$ cat src/rtl/core/mkps_pkg.sv
// shared types, constants and helpers of the morse key press segmenter
`default_nettype none
package mkps_pkg;

  localparam int MAX_SIGNALS = 5;
  localparam int TICK_WIDTH  = 16;
  localparam int DUR_W       = 16;
  localparam int POS_W       = 3;
  localparam int CFG_W       = 16;
  localparam int CFG_IDX_W   = 1;
  localparam int EXT_W       = TICK_WIDTH + DUR_W;
  localparam int CNT_W       = $clog2(MAX_SIGNALS + 1);
  localparam int IDX_W       = (MAX_SIGNALS > 1) ? $clog2(MAX_SIGNALS) : 1;

  localparam logic [CFG_IDX_W-1:0] CFG_MIN_PRESS  = 1'd0;
  localparam logic [CFG_IDX_W-1:0] CFG_LETTER_GAP = 1'd1;

  localparam logic [CFG_W-1:0] MIN_PRESS_RESET  = 16'd30;
  localparam logic [CFG_W-1:0] LETTER_GAP_RESET = 16'd400;

  typedef logic [TICK_WIDTH-1:0] tick_t;
  typedef tick_t [MAX_SIGNALS-1:0] store_t;

  typedef struct packed {
    logic             valid;
    logic [CNT_W-1:0] count;
    store_t           store;
  } letter_t;

  function automatic tick_t sat_inc(input tick_t v);
    return (v == '1) ? v : v + TICK_WIDTH'(1);
  endfunction

  function automatic logic [EXT_W-1:0] ext_tick(input tick_t v);
    return EXT_W'(v);
  endfunction

  function automatic logic [EXT_W-1:0] ext_cfg(input logic [CFG_W-1:0] v);
    return EXT_W'(v);
  endfunction

  function automatic logic [DUR_W-1:0] sat_dur(input tick_t v);
    logic [EXT_W-1:0] e;
    e = EXT_W'(v);
    return (e > EXT_W'({DUR_W{1'b1}})) ? {DUR_W{1'b1}} : e[DUR_W-1:0];
  endfunction

endpackage
`default_nettype wire

$ cat src/rtl/core/mkps_tracker.sv
// per tick key tracking, press store, letter end detection and config registers
`default_nettype none
module mkps_tracker import mkps_pkg::*; (
  input  wire logic                 clk,
  input  wire logic                 rst,
  input  wire logic                 accept,
  input  wire logic                 key_down,
  input  wire logic                 cfg_we,
  input  wire logic [CFG_IDX_W-1:0] cfg_index,
  input  wire logic [CFG_W-1:0]     cfg_data,
  output letter_t                   letter
);

  logic [CFG_W-1:0] min_press;
  logic [CFG_W-1:0] letter_gap;
  logic             key_held;
  logic             key_held_next;
  tick_t            press_counter;
  tick_t            press_counter_next;
  tick_t            gap_counter;
  tick_t            gap_counter_next;
  logic [CNT_W-1:0] stored_count;
  logic [CNT_W-1:0] stored_count_next;
  store_t           press_store;
  tick_t            dur;
  logic             accepted;
  logic             store_we;
  logic             letter_end;

  always_ff @(posedge clk) begin
    if (rst) begin
      min_press  <= MIN_PRESS_RESET;
      letter_gap <= LETTER_GAP_RESET;
    end else if (cfg_we) begin
      unique case (cfg_index)
        CFG_MIN_PRESS:  min_press  <= cfg_data;
        CFG_LETTER_GAP: letter_gap <= cfg_data;
        default: ;
      endcase
    end
  end

  always_comb begin
    dur                = sat_inc(press_counter);
    key_held_next      = key_held;
    press_counter_next = press_counter;
    accepted           = 1'b0;
    if (key_down && !key_held) begin
      key_held_next      = 1'b1;
      press_counter_next = '0;
    end else if (key_down && key_held) begin
      press_counter_next = dur;
    end else if (!key_down && key_held) begin
      key_held_next = 1'b0;
      accepted      = ext_tick(dur) >= ext_cfg(min_press);
    end
    store_we          = accepted && (stored_count < CNT_W'(MAX_SIGNALS));
    gap_counter_next  = accepted ? '0 : sat_inc(gap_counter);
    stored_count_next = store_we ? stored_count + CNT_W'(1) : stored_count;
    letter_end        = !key_held_next && (stored_count_next != '0) &&
                        (ext_tick(gap_counter_next) > ext_cfg(letter_gap));
  end

  always_ff @(posedge clk) begin
    if (rst) begin
      key_held      <= 1'b0;
      press_counter <= '0;
      gap_counter   <= '0;
      stored_count  <= '0;
    end else if (accept) begin
      key_held      <= key_held_next;
      press_counter <= press_counter_next;
      gap_counter   <= gap_counter_next;
      stored_count  <= letter_end ? '0 : stored_count_next;
    end
  end

  always_ff @(posedge clk) begin
    if (accept && store_we) begin
      press_store[stored_count[IDX_W-1:0]] <= dur;
    end
  end

  always_comb begin
    letter.valid = accept && letter_end;
    letter.count = stored_count_next;
    letter.store = press_store;
  end

endmodule
`default_nettype wire

$ cat config.mk
export PLATFORM = sky130hd
export DESIGN_NAME = mkps_tracker
export DESIGN_NICKNAME = d
export VERILOG_FILES = /design/src/rtl/core/mkps_pkg.sv /design/src/rtl/core/mkps_tracker.sv
export SDC_FILE = /design/constraint.sdc
export NUM_CORES = 1
export LEC_CHECK = 0
export BUFFER_PORTS_ARGS = -buffer_cell sky130_fd_sc_hd__buf_2
export CAP_MARGIN = 25
export CORE_AREA = 4 4 92 180
export CTS_BUF_LIST = sky130_fd_sc_hd__clkbuf_4
export DETAILED_ROUTE_END_ITERATION = 12
export DIE_AREA = 0 0 96 184
export PLACE_DENSITY_LB_ADDON = 0.3
export SKIP_LAST_GASP = 1
export SLEW_MARGIN = 40
export SYNTH_ARGS = -nofsm -noshare
export SYNTH_HDL_FRONTEND = slang
export SYNTH_SLANG_ARGS = --single-unit
export TNS_END_PERCENT = 30
$ cat constraint.sdc
create_clock -name clk -period 18 [get_ports clk]
set_clock_uncertainty 0.2 [all_clocks]
set_input_delay 4.5 -clock clk [delete_from_list [all_inputs] [get_ports clk]]
set_output_delay 4.5 -clock clk [all_outputs]
set_load 0.005 [all_outputs]
* Yosys cells after proc, flatten, opt, wreduce, memory -nomap -nowiden
Cells that the tools add are included.
** Word-level totals
- Input port bits :: 22
- Output and inout bits :: 84
- Register bits :: 148
- Word-level logic and storage cells :: 55
** Operators by class
- Bitwise gates (word level) :: 1
- Muxes and demuxes :: 16
- $add $sub $neg :: 3
- Reductions and logical operators :: 17
- Equality and inequality tests :: 2
- Order comparisons :: 5
** Operators with widths (number)
- 16-bit two-way mux :: 6
- 80-bit bitwise mux :: 1
- 16-bit demux with 3-bit select :: 1
- 16-bit by 1-bit adder with 16-bit output, second input constant :: 2
- 16-bit == test, second input constant :: 2
- 16-bit greater-or-equal comparator :: 1
- 16-bit greater-than comparator :: 1
- 1-bit logical AND :: 9
- 1-bit two-way mux :: 6
- 3-bit two-way mux :: 2
- 2-bit AND reduction :: 3
- 3-bit by 4-bit < comparator with 1-bit output, second input constant :: 1
- 3-bit by 1-bit adder with 3-bit output, second input constant :: 1
- 3-bit by 1-bit greater-or-equal comparator with 1-bit output, second input constant :: 1
- 1-bit zero test :: 3
- 3-bit < comparator, second input constant :: 1
- 3-bit nonzero test :: 1
- 2-bit nonzero test :: 1
- 1-bit inverter :: 1

* Depth between registers and ports, before layout
- Depth in word-level cells :: 12
- Depth in mapped cells :: 24
- Gate-level depth less buffers :: 20

* Worst setup path after synthesis
No wires, ideal clock.
- Kind :: input to output
- From :: in key_down
- To :: out letter[83] (netlist name)
- Stages :: 13
- Data required time :: 13.300 ns
- Slack :: 6.640 ns
- Buffers on the path :: 3
- Arrival :: 6.660 ns
- Cells stage by stage :: nand2b_1 a31oi_1 buf_2 buf_2 clkbuf_1 nor2_1 ha_1 nand4_1 nor2_1 a31o_2 nor3_1 a21oi_1 nor3_1
** RTL lines
- start: declaration :: line mkps_tracker.sv:7 : input wire logic key_down,
- end: declaration :: line mkps_tracker.sv:11 : output letter_t letter

==> impl_metrics.py <==
metrics = {
    "synthesis": {
        "avgSynthCellArea_um2": 10.2,
        "syn_inst": 656,
        "netlist_area_um2": 6720,
        "yosysWarnings": 0,
        "synthArstFlopShare_pct": 0,
        "syn_nets": 713,
        "ys_ff_latch": 148,
        "ys.flop_type": "edfxtp_1",
        "synth_edf_count": 80,
        "ys_types": 58,
        "ys_seq_area_share_pct": 56.0,
    },
    "worst_setup_path": {
        "slowest_stage": "buf_4",
        "worst-path-max-fanout": 38,
        "crit_path_max_incr_delay_ps": 370,
        "startpoint_type": "input port",
        "end_kind": "output pin",
        "crit_arrival_ps": 7000,
        "crit_type": "in2out",
        "path_buf_inv": 3,
        "cp_cell_sequence": "buf_2, nand2b_1, a31oi_2, buf_4, nor2_1, ha_1, a21oi_1, o21ai_0, a221oi_1, nor2_1, a21oi_1, nor3_1, buf_2",
        "required_ps": 13300,
        "crit_family": "compound AO/OA/AOI/OAI gates",
    },
    "clock_network": {
        "clock_latency_ps": 540,
        "clock_sinks": 148,
        "post_cts_resized": 0,
        "cts_tree": "built",
        "cts_setup_buffers": 0,
        "clockBufferDepth": 2,
        "h-tree-depth": 4,
        "numCtsBuffers": 17,
        "cts_root_buf": "clkbuf_4",
        "ctsHoldBuffers": 0,
        "path_clk_slew_ps": 110,
    },
    "routing": {
        "drtAntennaViolNets": 0,
        "wl_met1_um": 5600,
        "dr.first_iter.drc_count": 324,
        "met2_length_um": 9660,
        "num_vias": 5218,
        "wl_met3_um": 755,
        "vias_per_cell": 5.39,
        "drc_errors": 0,
        "top_layer": "met4",
        "first_pass_iters": 6,
        "routed_wl_um": 16800,
        "drt-wirelength-per-cell_um": 17.4,
    },
    "sta": {
        "setup_viol": 0,
        "setup_slack_ps": 6300,
        "fin_crit_ps": 11700,
        "tightest_slew_ps": 821,
        "hold_violations": 0,
        "rsz0062_at_grt": "no",
        "maxSlewHeadroom_pct": 45.1,
        "finalSetupTns_ps": 0,
        "max_freq_mhz": 85.5,
        "final_max_slew_viol_count": 0,
        "period_share_pct": 65.0,
    },
    "pwr": {
        "worst_ir_drop_vdd_mv": 0.0319,
        "clock_power_share_pct": 32.0,
        "p_per_area_nw_per_um2": 74.4,
        "leakage_nw": 3.29,
        "swShare_pct": 23.9,
        "switchingPower_uw": 136,
        "seq_power_share_pct": 62.8,
        "pwr-share-comb_pct": 5.2,
        "p_int_uw": 435,
    },
    "finish": {
        "final_util_pct": 50.2,
        "drive_above_1_share_pct": 20.3,
        "fin_cells": 968,
        "design_area_um2": 7670,
        "nets": 814,
        "syn_to_final_growth_pct": 14.2,
        "seqCellArea_um2": 3760,
        "multi_input_area_um2": 2700,
        "fillers": 1448,
    },
    "placed_design": {
        "port-buffer-count": 105,
        "dp_slack_ps": 6310,
        "dpl_cell_area_um2": 7420,
        "dpl.cell_count": 936,
        "hpwl_um": 12800,
        "gp_congestion": 0.908,
    },
    "grt": {
        "grt_pass1_vias": 5082,
        "track_usage_pct": 19.9,
        "overflow": 0,
        "grt_pass1_wl_um": 26100,
        "antenna_found_initial": 1,
        "grt_max_degree": 59,
    },
    "floorplanning": {
        "die_h_um": 184,
        "die_w_um": 96,
        "boundaryPins": 106,
        "placeableCoreArea_um2": 15300,
        "initial_utilization_pct": 43.9,
        "rows": 64,
        "die_area_um2": 17700,
    },
    "worst_hold_path": {
        "min-delay-path-class": "reg2reg",
    },
    "flow_run": {
        "maxCapViolCount": 0,
    },
    "run_status": {
        "outcome": "completed",
    },
}
layout make-up:
| type | instances | share of cell area [%] |
|---|---|---|
| Antenna cell | 1 | 0.0326 |
| Multi-Input combinational cell | 440 | 35.2 |
| Timing Repair Buffer | 111 | 7.44 |
| Inverter | 39 | 1.91 |
| Sequential cell | 148 | 49.1 |
| Clock buffer | 18 | 1.76 |
| Clock inverter | 13 | 1.42 |
| Tap cell | 198 | 3.23 |
state kept, by name, summed over array words and instances (netlist names):
name,cells
letter_gap,16
gap_counter,16
min_press,16
stored_count,3
press_counter,16
key_held,1
letter,80
synth_stat cells (all sizes together) (2+ instances only):
cell    number  area share (%)
or3b         3            0.39
clkbuf      21             1.2
o211a        2            0.30
mux2i        6            0.89
o211ai       7            0.78
inv         39             2.2
or3          3            0.28
and3         6            0.56
mux2         5            0.84
buf          8            0.63
nor3        18             1.5
a31o         2            0.26
nand4       12             1.2
a21o         2            0.24
ha          35             6.5
dfxtp       68              20
edfxtp      80              36
a21boi       2            0.22
nor4         7            0.74
nand2b       5            0.47
a21oi       57             4.3
and2         2            0.19
a31oi        7            0.65
nand2      102             5.7
nand3       19             1.4
o32ai        2            0.26
and4         6            0.78
a211oi       2            0.22
o21ai       17             1.3
nor2b        4            0.37
nor4b        2            0.35
xnor2       11             1.4
o21a         2            0.22
a22oi       13             1.5
nor2        55             3.1
xor2        11             1.4
per-layer routing:
metal  up-vias  GRT usage, %
met5         -             0
met4         0          11.4
met3        41          3.56
met2       165          38.1
met1      2457          18.7
li1       2555             -
cells in the final DEF, fill, tap and decap left out, types with 3 or more instances in the layout:
cell and instances:
buf_2 105, nand2_1 102, edfxtp_1 80, dfxtp_1 68, a21oi_1 56, nor2_1 55, inv_1 39, ha_1 35
nand3_1 19, clkbuf_4 18, o21ai_0 17, nor3_1 16, a22oi_1 13, xor2_1 11, nand4_1 11, xnor2_1 11
o211ai_1 7, a31oi_1 6, mux2i_1 6, nor4_1 6, buf_4 6, nand2b_1 5, and4_1 5, and3_1 5
mux2_1 5, or3b_2 3, or3_1 3, nor2b_1 3, clkinvlp_4 3, clkinv_1 3, inv_6 3
per-stage QoR:
step           power, mW  hold WS (ps)
6_report           0.571           267
5_1_grt            0.599           282
4_1_cts            0.578           269
3_5_place_dp       0.396           250
3_3_place_gp       0.395           247
2_1_floorplan      0.385           236
power groups by stage:
stage               sequential [mW]  clock, mW  combinational, mW
floorplan                     0.365          0             0.0199
global placement              0.366          0             0.0285
detailed placement            0.366          0             0.0296
CTS                           0.359      0.189             0.0297
global route                  0.359      0.206             0.0336
finish                        0.359      0.183             0.0295
worst paths after layout:
path / startpoint / endpoint / slack [ps] / cells past startpoint
setup reg to reg: press_counter[0] / stored_count[1] / 11690 / 21
hold reg to reg: letter_gap[2] / letter_gap[2] / 270 / 2
setup / recovery: key_down / letter[83] / 6300 / 13
hold / removal: letter_gap[2] / letter_gap[2] / 270 / 2
cell families after synthesis:
kind of cell               Yosys count  synth area share (%)
adders and majority gates           35                  6.52
and+or+nand+nor                    247                  17.4
buffers and inverters               68                  4.02
xor gates and xnor gates            22                  2.87
AOI/OAI and AO/OA                  125                  11.5
muxes                               11                  1.73
DFF                                148                  56.0
worst min-delay path, stage by stage, from the launching register on:
cell	delay, ps
dfxtp_1	330
nand2_1	50
a21oi_1	50
(Power assumes the default switching activity.)
